### config.mk
export PLATFORM = sky130hd
export DESIGN_NAME = tcac_corner_cmp
export DESIGN_NICKNAME = d
export VERILOG_FILES = /design/src/sv/tcac_pkg.sv /design/src/sv/tcac_corner_cmp.sv
export SDC_FILE = /design/constraint.sdc
export NUM_CORES = 1
export LEC_CHECK = 0
export ABC_AREA = 0
export BUFFER_PORTS_ARGS = -buffer_cell sky130_fd_sc_hd__buf_2
export CAP_MARGIN = 20
export CORE_AREA = 3 3 220 222
export DETAILED_ROUTE_END_ITERATION = 6
export DIE_AREA = 0 0 223 225
export GPL_TIMING_DRIVEN = 0
export HOLD_SLACK_MARGIN = 0.05
export PLACE_DENSITY = 0.35
export SKIP_CTS_REPAIR_TIMING = 1
export SLEW_MARGIN = 15
export SYNTH_ARGS = -nofsm -noshare
export SYNTH_HDL_FRONTEND = slang
export SYNTH_SLANG_ARGS = --single-unit
export TNS_END_PERCENT = 50
### constraint.sdc
create_clock -name clk_i -period 1.3 [get_ports clk_i]
set_clock_uncertainty 0.05 [all_clocks]
set_input_delay 0.26 -clock clk_i [delete_from_list [all_inputs] [get_ports clk_i]]
set_output_delay 0.26 -clock clk_i [all_outputs]
set_load 0.01 [all_outputs]
### src/sv/tcac_pkg.sv
// tcac_pkg: shared widths, payload types and helper functions for the
// triangle corner angle check pipeline; no dependencies
package tcac_pkg;

  // field widths
  localparam int CoordW    = 16;
  localparam int TagW      = 20;
  localparam int ThrW      = 16;
  localparam int CornerW   = 2;
  localparam int NumCorner = 3;
  localparam int NumAxis   = 3;

  // datapath widths
  localparam int EdgeW     = CoordW + 1;          // vertex difference
  localparam int ProdW     = 2 * EdgeW;           // one component product
  localparam int LenW      = 2 * EdgeW;           // squared edge length
  localparam int DotW      = 2 * EdgeW + 1;       // signed dot product
  localparam int MagW      = 2 * EdgeW;           // dot product magnitude
  localparam int HalfW     = MagW / 2;            // multiplier operand slice
  localparam int PpW       = 2 * HalfW;           // slice partial product
  localparam int SqW       = 2 * MagW;            // dot^2 and len*len
  localparam int ThrProdW  = 2 * ThrW;
  localparam int ThrSqW    = 2 * ThrW - 1;        // threshold squared, up to 2^30
  localparam int NumChunk  = SqW / HalfW;
  localparam int RpW       = ThrSqW + HalfW;      // threshold times one slice
  localparam int RhsW      = SqW + ThrSqW;        // compare width
  localparam int FracShift = 2 * (ThrW - 1);      // Q1.15 squared scale

  localparam logic [CornerW-1:0] CornerNone = 2'd3;

  localparam logic signed [ThrW-1:0] ThrReset = 16'sh7fff;
  localparam logic [ThrSqW-1:0] ThrSqReset = ThrSqW'(int'(ThrReset) * int'(ThrReset));

  // input beat
  typedef struct packed {
    logic [TagW-1:0]          tri_tag;
    logic signed [CoordW-1:0] v0_x;
    logic signed [CoordW-1:0] v0_y;
    logic signed [CoordW-1:0] v0_z;
    logic signed [CoordW-1:0] v1_x;
    logic signed [CoordW-1:0] v1_y;
    logic signed [CoordW-1:0] v1_z;
    logic signed [CoordW-1:0] v2_x;
    logic signed [CoordW-1:0] v2_y;
    logic signed [CoordW-1:0] v2_z;
  } tcac_in_t;

  // output beat
  typedef struct packed {
    logic [TagW-1:0]    out_tag;
    logic               is_bad;
    logic [CornerW-1:0] bad_corner;
  } tcac_out_t;

  // edge lengths (per edge) and dot products (per corner, two's complement)
  typedef struct packed {
    logic [TagW-1:0]                 tag;
    logic [NumCorner-1:0][LenW-1:0]  len;
    logic [NumCorner-1:0][DotW-1:0]  dot;
  } geo_t;

  // per corner compare operands
  typedef struct packed {
    logic            zero_len;
    logic            dot_neg;
    logic [SqW-1:0]  lhs;        // dot^2, scale applied at the compare
    logic [RhsW-1:0] rhs;        // thr^2 * |a|^2 * |b|^2
  } corner_t;

  typedef struct packed {
    logic [TagW-1:0]               tag;
    corner_t [NumCorner-1:0]       corner;
  } prod_t;

  // unsigned slice multiply
  function automatic logic [PpW-1:0] mul_half(input logic [HalfW-1:0] a,
                                              input logic [HalfW-1:0] b);
    return PpW'(a) * PpW'(b);
  endfunction

  // square of the threshold magnitude
  function automatic logic [ThrSqW-1:0] thr_square(input logic signed [ThrW-1:0] t);
    logic [ThrW-1:0]     m;
    logic [ThrProdW-1:0] s;
    m = t[ThrW-1] ? ThrW'(-t) : ThrW'(t);
    s = ThrProdW'(m) * ThrProdW'(m);
    return s[ThrSqW-1:0];
  endfunction

endpackage

### src/sv/tcac_corner_cmp.sv
// tcac_corner_cmp: final stage, per corner compare with sign handling and
// first failing corner select into the output register; depends on tcac_pkg
module tcac_corner_cmp (
  input  logic                              clk_i,
  input  logic                              rst_ni,
  input  logic                              in_valid_i,
  output logic                              in_ready_o,
  input  tcac_pkg::prod_t                   in_data_i,
  input  logic signed [tcac_pkg::ThrW-1:0]  thr_i,
  output logic                              out_valid_o,
  input  logic                              out_ready_i,
  output tcac_pkg::tcac_out_t               out_data_o
);

  logic                           vld_q;
  logic                           en;
  logic                           thr_nonpos;
  logic [tcac_pkg::RhsW-1:0]      lhs_w;
  logic [tcac_pkg::NumCorner-1:0] fail;
  tcac_pkg::tcac_out_t            out_d, out_q;

  assign en          = !vld_q || out_ready_i;
  assign in_ready_o  = en;
  assign out_valid_o = vld_q;
  assign out_data_o  = out_q;

  always_ff @(posedge clk_i or negedge rst_ni) begin
    if (!rst_ni) begin
      vld_q <= 1'b0;
    end else if (en) begin
      vld_q <= in_valid_i;
    end
  end

  // corner test: zero length edge means cosine 0, else signs first, then magnitudes
  always_comb begin
    thr_nonpos = thr_i[tcac_pkg::ThrW-1] || (thr_i == '0);
    lhs_w      = '0;
    for (int p = 0; p < tcac_pkg::NumCorner; p++) begin
      lhs_w = tcac_pkg::RhsW'(in_data_i.corner[p].lhs) << tcac_pkg::FracShift;
      if (in_data_i.corner[p].zero_len) begin
        fail[p] = thr_nonpos;
      end else if (!in_data_i.corner[p].dot_neg && thr_nonpos) begin
        fail[p] = 1'b1;
      end else if (in_data_i.corner[p].dot_neg && !thr_nonpos) begin
        fail[p] = 1'b0;
      end else if (!in_data_i.corner[p].dot_neg) begin
        fail[p] = lhs_w >= in_data_i.corner[p].rhs;
      end else begin
        fail[p] = lhs_w <= in_data_i.corner[p].rhs;
      end
    end
  end

  // first failing corner wins
  always_comb begin
    out_d.out_tag = in_data_i.tag;
    out_d.is_bad  = |fail;
    if (fail[0]) begin
      out_d.bad_corner = 2'd0;
    end else if (fail[1]) begin
      out_d.bad_corner = 2'd1;
    end else if (fail[2]) begin
      out_d.bad_corner = 2'd2;
    end else begin
      out_d.bad_corner = tcac_pkg::CornerNone;
    end
  end

  always_ff @(posedge clk_i) begin
    if (en) begin
      out_q <= out_d;
    end
  end

`ifndef SYNTHESIS
  // flag and corner code agree
  assert property (@(posedge clk_i) disable iff (!rst_ni)
    out_valid_o |-> (out_data_o.is_bad == (out_data_o.bad_corner != tcac_pkg::CornerNone)))
    else $error("tcac_corner_cmp: is_bad does not match bad_corner");
`endif

endmodule

# --- Yosys cells after proc, flatten, opt, wreduce, memory -nomap -nowiden ---
# Cells that the tools add are included.
classes:
  order_cmp: 6
  mux: 14
  n_reduce_logical: 16
op_table:
  columns: ["op", "count"]
  rows:
  - ["98-bit by 99-bit >= comparator with 1-bit output", 3]
  - ["98-bit by 99-bit less-or-equal comparator with 1-bit output", 3]
  - ["16-bit zero test", 1]
  - ["1-bit two-way mux", 14]
  - ["1-bit logical AND", 6]
  - ["1-bit zero test", 5]
  - ["3-bit OR reduction", 1]
  - ["1-bit logical OR", 2]
  - ["2-bit OR reduction", 1]
totals:
  reg_bits: 24
  in_bits: 547
  out_inout_bits: 25

# --- Depth between registers and ports, before layout ---
# Gate-level depths: netlist of run 1.
depth:
  depth_word: 9
  mapped_depth: 10
  ltp_nobuf: 10

# --- Least setup slack after synthesis of run 1 ---
# OpenSTA, ideal clock, no wires.
synth_timing:
  path_kind: "input -> register"
  start: "input port in_data_i[435] (netlist bit)"
  end: "register out_q (netlist bit out_data_o[2]) (data pin)"
  setup_ns: 0.272
  arrival_ns: 2.633
  required_time_ns: 0.978
  path_slack_ns: -1.654
  cell_stages: 10
  n_path_buf: 0
  cell_sequence: "inv_1 -> ha_1 -> nand4b_4 -> or4_4 -> nor3_4 -> o31a_1 -> a31oi_1 -> and4_4 -> or3_1 -> or4_1"
synth_lines:
  columns: ["element", "line", "text"]
  rows:
  - ["start: declaration", "tcac_corner_cmp.sv:8", "input tcac_pkg::prod_t in_data_i,"]
  - ["end signal: assignment", "tcac_corner_cmp.sv:72", "out_q <= out_d;"]
  - ["end: declaration", "tcac_corner_cmp.sv:20", "tcac_pkg::tcac_out_t out_d, out_q;"]

==> impl_metrics.csv, run 1 <==
group,metric,value,unit
outcome,status,"complete, but fails checks",
outcome,violations,"setup timing",
logic_synthesis,async_flop_share,4.17,%
drt,drt-initial-drc-count,155,
finish,syn_to_final_growth,73.8,%
finish,final_util,23.6,%
clock_network,htreeDepth,1,
logic_synthesis,synthFlopType,"edfxtp_1",
sta,setup_viol,3,
floorplanning,start_util,13.6,%
grt,grt_pass1_vias,8540,
setup_path,cp.required,1.25,ns
drt,drc,0,
grt,antenna_found_initial,6,
grt,overflow,0,
sta,rsz0062_at_grt,"yes",
grt,track_usage,12.7,%
run,max_cap_viol_count,0,
sta,period_minus_slack,2.95,ns
setup_path,cp_common_cell,"nand4_1",
grt,grt_max_degree,26,
place,pre_cts_ws,-2.49,ns
logic_synthesis,ys_ff_latch,24,
finish,finalNonFillerCells,2028,
sta,fmax,0.339,GHz
pwr,vdd_drop_max,0.000722,V
sta,finalCritPeriodShare,227,%
setup_path,crit_slowest_cell,"or4_1",
sta,setup_slack,-1.65,ns
setup_path,cp-start-kind,"input port",
logic_synthesis,synth_area,6320,µm²
floorplanning,dieArea,50200,µm²
drt,detail_route.wl_per_cell,17.1,µm
drt,routed-wl-met2,17.8,mm
place,place_congestion,0.880,
drt,routed.top_layer,"met5",
logic_synthesis,syn_inst,825,
clock_network,cts_tree,"built",
sta,hold_viol_final,0,
drt,ant_nets,0,
sta,maxSlewHeadroom,48.9,%
drt,vias,8038,
place,portBuffers,571,
clock_network,clockBufferDepth,2,
logic_synthesis,syn_nets,1576,
setup_path,slowest_delay,0.52,ns
finish,fin_nets,2169,
drt,routed-wl-met3,2.17,mm
pwr,p_leak,6.14,nW
logic_synthesis,ys_types,54,
drt,totalWireLength,34.6,mm
clock_network,cts_num_sinks,24,
clock_network,cts.clk_slew.worst_paths,0.06,ns
finish,layout-drive-gt1-share,49.3,%
setup_path,crit_fanout,2,
floorplanning,coreArea,46600,µm²
setup_path,worstPathCellList,"buf_2, ha_4, nand4_1, nor3_2, nand4_1, buf_6, nor4_4, a221oi_2, and4_4, or3_4, or4_1",
place,hpwl,32.6,mm
sta,worst_pin_slew,0.760,ns
logic_synthesis,synth_edf_count,23,
setup_path,endpoint_kind,"flop",
floorplanning,ios,572,
logic_synthesis,ys_seq_area_share,11.3,%
clock_network,cts_buffers,3,
hold_path,hold_class,"in -> reg",
drt,m1WireLength,14.4,mm
floorplanning,die_x,223,µm
setup_path,crit_arrival,2.90,ns
floorplanning,num_rows,79,
pwr,pwr_density_cell,421,nW/µm²
logic_synthesis,yosysWarningCount,0,
clock_network,clockRootBuffer,"clkbuf_16",
place,place_inst,2003,
drt,via_per_inst,3.96,
grt,grt_pass1_wl,49.0,mm
sta,finalMaxSlewViolations,0,
floorplanning,die_y,225,µm
clock_network,clk_latency,0.26,ns
setup_path,worstSetupPathType,"in -> reg",
drt,dr.pass1.iters,4,
logic_synthesis,syn_area_per_cell,7.66,µm²
pwr,power,4.63,mW
worst max-delay path, delay by kind of cell:
| kind | cells | cell delay (ns) |
|---|---|---|
| fa+ha+maj | 1 | 0.26 |
| simple gates | 7 | 1.96 |
| buf+inv | 2 | 0.29 |
| compound gates | 1 | 0.12 |
per-layer routing:
metal	global-route usage, %	vias up
li1	-	4147
met1	15.2	3579
met2	24.0	289
met3	2.44	17
met4	1.56	6
met5	0	-
final cells by class:
cell class	instances	area [µm²]
clock buffer	3	75.1
multi-input combinational	591	5510
tap	607	759
sequential	24	716
fill	5273	35600
clock inverter	1	30.0
antenna	4	10.0
inverter	211	820
timing repair buffer	587	3070
cells in the final DEF, fill, tap and decap left out, types with 5 or more instances in the layout:
cell      netlist  layout
buf_2           0     558
o21ai_0        23      23
nor3_1         17       8
nand2_1        58      58
inv_4           0       5
a221oi_1        7       5
edfxtp_1       23      23
inv_2           0      22
nor3_2          0       8
ha_1          204     170
a211oi_1       12       8
nand3_1        19      17
nand4_1        42      42
nor4_1         29      23
a21o_1         16      16
a21oi_1        75      74
buf_6           0      13
buf_4           0      14
nor2_1         22      22
ha_4            0      34
inv_1         211     182
flip-flops by register name, summed over array words and instances (netlist names):
name / cells
out_valid_o: 1
out_data_o: 23
report_power, final:
group | total, mW | internal [mW] | switching (mW)
logic | 2.82 | 1.46 | 1.36
clock network | 0.876 | 0.612 | 0.264
registers | 0.930 | 0.914 | 0.0159
kinds of logic (layout without fill, tap and decap cells):
| kind of cell | after synthesis | in the layout | share of synthesized area (%) |
|---|---|---|---|
| and+or+nand+nor | 215 | 216 | 18.7 |
| buffers and inverters | 211 | 802 | 12.5 |
| muxes | 3 | 3 | 0.515 |
| AOI/OAI and AO/OA | 168 | 168 | 16.6 |
| other | 0 | 4 | 0 |
| adders and majority gates | 204 | 204 | 40.4 |
| DFF | 24 | 24 | 11.3 |
per-stage QoR:
stage | cell area (µm²) | setup TNS [ns] | hold slack [ns]
global placement | 10200 | -6.34 | -0.0156
floorplan | 6630 | -3.47 | -0.0856
global route | 11000 | -4.35 | 0.109
detailed placement | 10300 | -7.02 | -0.0113
finish | 11000 | -4.06 | 0.122
CTS | 10400 | -5.84 | -0.296
worst paths after layout:
kind / start / end / slack [ns] / depth (start not counted)
max: in_data_i[472] / out_data_o[2] / -1.65 / 11
min: in_data_i[513] / out_data_o[9] / 0.12 / 1
max reg2reg: out_valid_o / out_data_o[3] / 0.23 / 1
min reg2reg: out_valid_o / out_data_o[18] / 0.74 / 2
max in group asynchronous: rst_ni / out_valid_o / 0.86 / 2
min in group asynchronous: rst_ni / out_valid_o / 0.25 / 2
Yosys cell counts (2+ instances only):
cell      count  area (µm²)
a211oi_1     12        90.1
a21boi_0      2        15.0
a21o_1       16         120
a21oi_1      75         375
a221oi_1      7        61.3
a22oi_1       2        15.0
a31oi_1       2        12.5
a41o_1        2        20.0
a41oi_1       2        17.5
and4_1        4        35.0
edfxtp_1     23         691
ha_1        204        2550
inv_1       211         792
mux2_2        2        22.5
nand2_1      58         218
nand2b_1      3        18.8
nand3_1      19        95.1
nand4_1      42         263
nand4b_1      2        17.5
nor2_1       22        82.6
nor2b_1       3        18.8
nor3_1       17        85.1
nor4_1       29         181
nor4b_1       2        17.5
o211ai_1      3        22.5
o21a_1        3        22.5
o21ai_0      23         115
o31a_1        2        17.5
o31ai_1       3        22.5
o41ai_1       2        17.5
or3_1         3        18.8
or4_1         3        22.5
(Power assumes the default switching activity.)
==> run 2, diff against run 1 <==
==> constraint.sdc (replaced) <==
create_clock -name clk_i -period 2.53 [get_ports clk_i]
set_clock_uncertainty 0.05 [all_clocks]
set_input_delay 0.506 -clock clk_i [delete_from_list [all_inputs] [get_ports clk_i]]
set_output_delay 0.506 -clock clk_i [all_outputs]
set_load 0.01 [all_outputs]
==> run 2 against run 1 <==
Against the previous run:
- non-clock buffer count fell by 8
- sequential share of layout area rose by 0.20 points
- via count fell by 1.0%
- die area did not move
- largest power group unchanged
- setup slack improved by 0.96 ns
- clock power fell by 61%
- core utilization fell by 0.72 points
- critical path type unchanged
- critical path depth did not move
- the flow still finishes with violations (setup timing)
==> impl_metrics.csv, run 2 (same netlist as run 1, synthesis figures left out) <==
group,metric,value,unit
sta,hold_viol_final,0,
sta,finalMaxSlewViolations,0,
finish,fillers,5268,
clock_network,clockBufferDepth,2,
clock_network,cts_num_sinks,24,
clock_network,clk_latency,0.26,ns
setup_path,worstSetupPathType,"in -> reg",
sta,maxSlewHeadroom,57.3,%
setup_path,crit_arrival,3.17,ns
outcome,violations,"setup timing",
drt,detail_route.wl_per_cell,15.5,µm
grt,antenna_found_initial,5,
floorplanning,num_rows,79,
drt,drt-initial-drc-count,134,
place,hpwl,29.8,mm
finish,most-common-layout-cells,"buf_2 (558), inv_1 (198), ha_1 (183)",
clock_network,clockRootBuffer,"clkbuf_16",
outcome,status,"complete, but fails checks",
sta,setup_slack,-0.692,ns
clock_network,cts.clk_slew.worst_paths,0.06,ns
grt,track_usage,11.4,%
floorplanning,ios,572,
setup_path,cp_num_buf_inv,2,
place,portBuffers,571,
floorplanning,start_util,13.6,%
drt,totalWireLength,31.3,mm
setup_path,cp-start-kind,"input port",
setup_path,cp.required,2.48,ns
grt,overflow,0,
finish,largest_register_ffs,23,
sta,fin_hold_ws,0.369,ns
hold_path,hold_class,"in -> reg",
sta,period_minus_slack,3.22,ns
floorplanning,coreArea,46600,µm²
pwr,vdd_drop_max,0.000303,V
finish,layout-drive-gt1-share,46.2,%
place,place_inst,2003,
sta,finalCritPeriodShare,127,%
clock_network,htreeDepth,1,
sta,worst_pin_slew,0.640,ns
floorplanning,die_y,225,µm
drt,drc,0,
clock_network,cts_tree,"built",
drt,via_per_inst,3.94,
finish,fin_nets,2160,
setup_path,crit_family,"simple AND/OR/NAND/NOR gates",
setup_path,endpoint_kind,"flop",
sta,rsz0062_at_grt,"yes",
drt,dr.pass1.iters,4,
setup_path,worstPathCellList,"buf_8, inv_4, ha_4, nand4_1, or4_4, nor3_4, o31a_1, a31oi_4, and4_4, or3_4, or4_1",
floorplanning,dieArea,50200,µm²
grt,grt_pass1_wl,45.2,mm
sta,setup_viol,3,
drt,ant_nets,0,
setup_path,crit_slowest_cell,"or4_4",
place,place_congestion,0.825,
drt,vias,7954,
clock_network,cts_buffers,3,
pwr,pwr_density_cell,207,nW/µm²
sta,fmax,0.310,GHz
grt,grt_max_degree,26,
run,max_cap_viol_count,0,
finish,finalNonFillerCells,2021,
floorplanning,die_x,223,µm
finish,syn_to_final_growth,68.6,%
grt,grt_pass1_vias,8363,
finish,final_common_cell,"buf_2",
setup_path,slowest_delay,0.58,ns
setup_path,crit_fanout,4,
pwr,p_leak,6.05,nW
==> run 2: changes by cell type in the layout (fill, tap and decap cells not counted), sizes merged <==
| cell | previous run | this run |
|---|---|---|
| buf | 586 | 578 |
| bufinv | 1 | 0 |
| clkinv | 0 | 1 |
| diode | 4 | 6 |
| nand2b | 4 | 3 |
==> run 2: final timing paths <==
check                               start             end  slack (ns)  cells past startpoint
setup / recovery           in_data_i[430]   out_data_o[2]       -0.69                     11
setup reg to reg              out_valid_o   out_data_o[1]        1.25                      1
min in group asynchronous          rst_ni     out_valid_o        0.52                      2
hold / removal             in_data_i[521]  out_data_o[17]        0.37                      1
hold reg to reg               out_valid_o     out_valid_o        0.93                      2
max in group asynchronous          rst_ni     out_valid_o        1.82                      2
==> run 2: power by group <==
part           internal [mW]  total, mW  switching (mW)
Clock                  0.211      0.345           0.134
Sequential             0.470      0.477         0.00742
Combinational          0.721       1.39           0.665
Total                   1.40       2.21           0.806
==> run 2: final cells by class <==
cell class / instances / area, µm² / share of cell area [%]
multi-input cells: 590 / 5280 / 49.5
repair buffers: 579 / 3010 / 28.2
inverters: 211 / 807 / 7.57
well taps: 607 / 759 / 7.13
flip-flops and latches: 24 / 716 / 6.72
clock buffers: 3 / 75.1 / 0.704
diodes: 6 / 15.0 / 0.141
clock inverters: 1 / 3.75 / 0.0352
==> run 2: metal layers <==
metal	vias up	GRT usage [%]	part of all wire [%]
met1	3511	13.7	42
li1	4121	-	-
met5	-	0	0.11
met4	4	1.70	1.1
met3	21	2.27	6.6
met2	297	21.4	50
==> run 2: through the flow <==
stage,area [µm²],setup WS (ns),power (mW),TNS (ns),util [%]
2_1_floorplan,6450,-0.559,1.13,-0.751,-
3_3_place_gp,10100,-1.48,1.81,-3.60,21.6
3_5_place_dp,10100,-1.48,1.82,-3.56,21.6
4_1_cts,10200,-1.21,2.19,-2.77,21.8
5_1_grt,10600,-0.812,2.46,-1.65,22.9
6_report,10700,-0.692,2.21,-1.25,22.9
==> run 3, diff against run 2 <==
--- a/config.mk
+++ b/config.mk
@@ -8,12 +8,12 @@
 export ABC_AREA = 0
 export BUFFER_PORTS_ARGS = -buffer_cell sky130_fd_sc_hd__buf_2
 export CAP_MARGIN = 20
-export CORE_AREA = 3 3 220 222
+export CORE_AREA = 3 3 224 226
 export DETAILED_ROUTE_END_ITERATION = 6
-export DIE_AREA = 0 0 223 225
+export DIE_AREA = 0 0 227 229
 export GPL_TIMING_DRIVEN = 0
 export HOLD_SLACK_MARGIN = 0.05
-export PLACE_DENSITY = 0.35
+export PLACE_DENSITY = 0.34
 export SKIP_CTS_REPAIR_TIMING = 1
 export SLEW_MARGIN = 15
 export SYNTH_ARGS = -nofsm -noshare
==> run 3 against run 2 <==
Against the previous run:
- the flow still finishes with violations (setup timing)
- flip-flop and latch count is the same
- setup slack gained 0.024 ns
- clock-buffer cell count did not move
- final cell count up 0.49%
- largest cell class unchanged
- highest routed layer unchanged
==> impl_metrics.csv, run 3 (same netlist as run 1, synthesis figures left out) <==
group,metric,value,unit
sta,finalCritPeriodShare,126,%
finish,fin_nets,2155,
sta,maxSlewHeadroom,61.1,%
pwr,power_switching_share,35.1,%
finish,fillers,5557,
drt,via_per_inst,3.90,
floorplanning,ios,572,
grt,grt_max_degree,17,
setup_path,worstSetupPathType,"in -> reg",
pwr,pwr_density_cell,218,nW/µm²
outcome,violations,"setup timing",
place,hpwl,30.9,mm
outcome,status,"complete, but fails checks",
setup_path,worstPathCellList,"buf_2, inv_1, ha_1, nand4_1, nor4_4, nand3_2, a31o_2, a41oi_1, mux2_2, or4_1",
setup_path,crit_arrival,3.15,ns
floorplanning,coreArea,48500,µm²
grt,antenna_found_initial,13,
clock_network,htreeDepth,1,
grt,grt_pass1_vias,8293,
pwr,clkPwrFrac,19.9,%
clock_network,clockRootBuffer,"clkbuf_16",
drt,drc,0,
pwr,power,2.27,mW
floorplanning,num_rows,81,
drt,drt-initial-drc-count,191,
floorplanning,die_y,229,µm
hold_path,hold_class,"in -> reg",
sta,fmax,0.313,GHz
pwr,vdd_drop_max,0.000354,V
clock_network,clk_latency,0.26,ns
sta,worst_pin_slew,0.584,ns
setup_path,crit_fanout,3,
setup_path,cp.required,2.48,ns
drt,detail_route.wl_per_cell,15.9,µm
floorplanning,die_x,227,µm
sta,finalMaxSlewViolations,0,
sta,setup_viol,3,
floorplanning,start_util,13.0,%
setup_path,slowest_delay,0.50,ns
setup_path,crit_slowest_cell,"or4_1",
place,place_congestion,0.928,
sta,rsz0062_at_grt,"yes",
finish,final_util,21.4,%
clock_network,clockBufferDepth,2,
pwr,p_comb_share,59.0,%
pwr,p_leak,6.02,nW
setup_path,endpoint_kind,"flop",
drt,ant_nets,0,
finish,final_common_cell,"buf_2",
place,portBuffers,571,
grt,grt_pass1_wl,46.1,mm
clock_network,cts_buffers,3,
pwr,intPower,1.47,mW
setup_path,cp-start-kind,"input port",
floorplanning,dieArea,52000,µm²
clock_network,cts_num_sinks,24,
finish,largest_register_ffs,23,
sta,period_minus_slack,3.20,ns
run,max_cap_viol_count,0,
sta,setup_slack,-0.667,ns
grt,overflow,0,
clock_network,cts.clk_slew.worst_paths,0.06,ns
sta,hold_viol_final,0,
pwr,p_sw,0.796,mW
grt,track_usage,11.5,%
finish,layout-drive-gt1-share,44.3,%
finish,most-common-layout-cells,"buf_2 (571), inv_1 (202), ha_1 (195)",
finish,syn_to_final_growth,64.1,%
pwr,seqPwrFrac,21.0,%
drt,totalWireLength,32.3,mm
clock_network,cts_tree,"built",
drt,vias,7915,
drt,dr.pass1.iters,4,
==> run 3: cell count changes in the layout (fill, tap and decap cells not counted), sizes merged <==
cell	change
buf	-5
bufinv	+1
clkinv	-1
==> run 3: per-stage QoR <==
stage               instance area [µm²]  setup WS, ns  setup TNS [ns]  cells  hold WS, ns
floorplan                          6450        -0.559          -0.751    825        0.160
global placement                  10100         -1.50           -3.86   2018        0.232
detailed placement                10100         -1.52           -3.96   2019        0.236
CTS                               10200         -1.24           -3.12   2023      -0.0529
global route                      10400        -0.830           -1.81   2031        0.357
finish                            10400        -0.667           -1.32   2031        0.367
==> run 3: final cells by class <==
cell class	instances	area, µm²	share of cell area, %
antenna	6	15.0	0.145
clock inverter	1	30.0	0.290
tap	622	778	7.50
timing repair buffer	574	2890	27.9
multi-input combinational	590	5070	48.8
sequential	24	716	6.90
inverter	211	802	7.73
clock buffer	3	75.1	0.724
==> run 3: path summary, 6_finish.rpt <==
kind,from,end,slack (ns),cells past startpoint
max in group asynchronous,rst_ni,out_valid_o,1.84,2
worst max register to register,out_valid_o,out_data_o[10],1.13,2
worst min register to register,out_valid_o,out_valid_o,0.84,2
worst min-delay path,in_data_i[521],out_data_o[17],0.37,1
worst max-delay path,in_data_i[68],out_data_o[2],-0.67,10
min in group asynchronous,rst_ni,out_valid_o,0.50,2
==> run 3: worst max-delay path: cells and delay by family <==
family	cells	cell delay, ns
compound gates	2	0.51
fa+ha+maj	1	0.30
buf+inv	2	0.11
mux	1	0.42
simple gates	4	1.30
==> run 3: per-layer routing <==
layer / track usage [%] / part of all wire, %
met5: 0 / 0.26
met4: 1.27 / 0.53
met3: 2.05 / 6.6
met2: 21.7 / 50
met1: 13.9 / 42
==> run 3: power groups by stage <==
stage,Clock (mW),Combinational [mW],Sequential (mW)
final,0.452,1.34,0.476
after global routing,0.479,1.54,0.480
after CTS,0.473,1.35,0.477
after detailed placement,0,1.34,0.486
after global placement,0,1.33,0.486
after floorplan,0,0.626,0.502
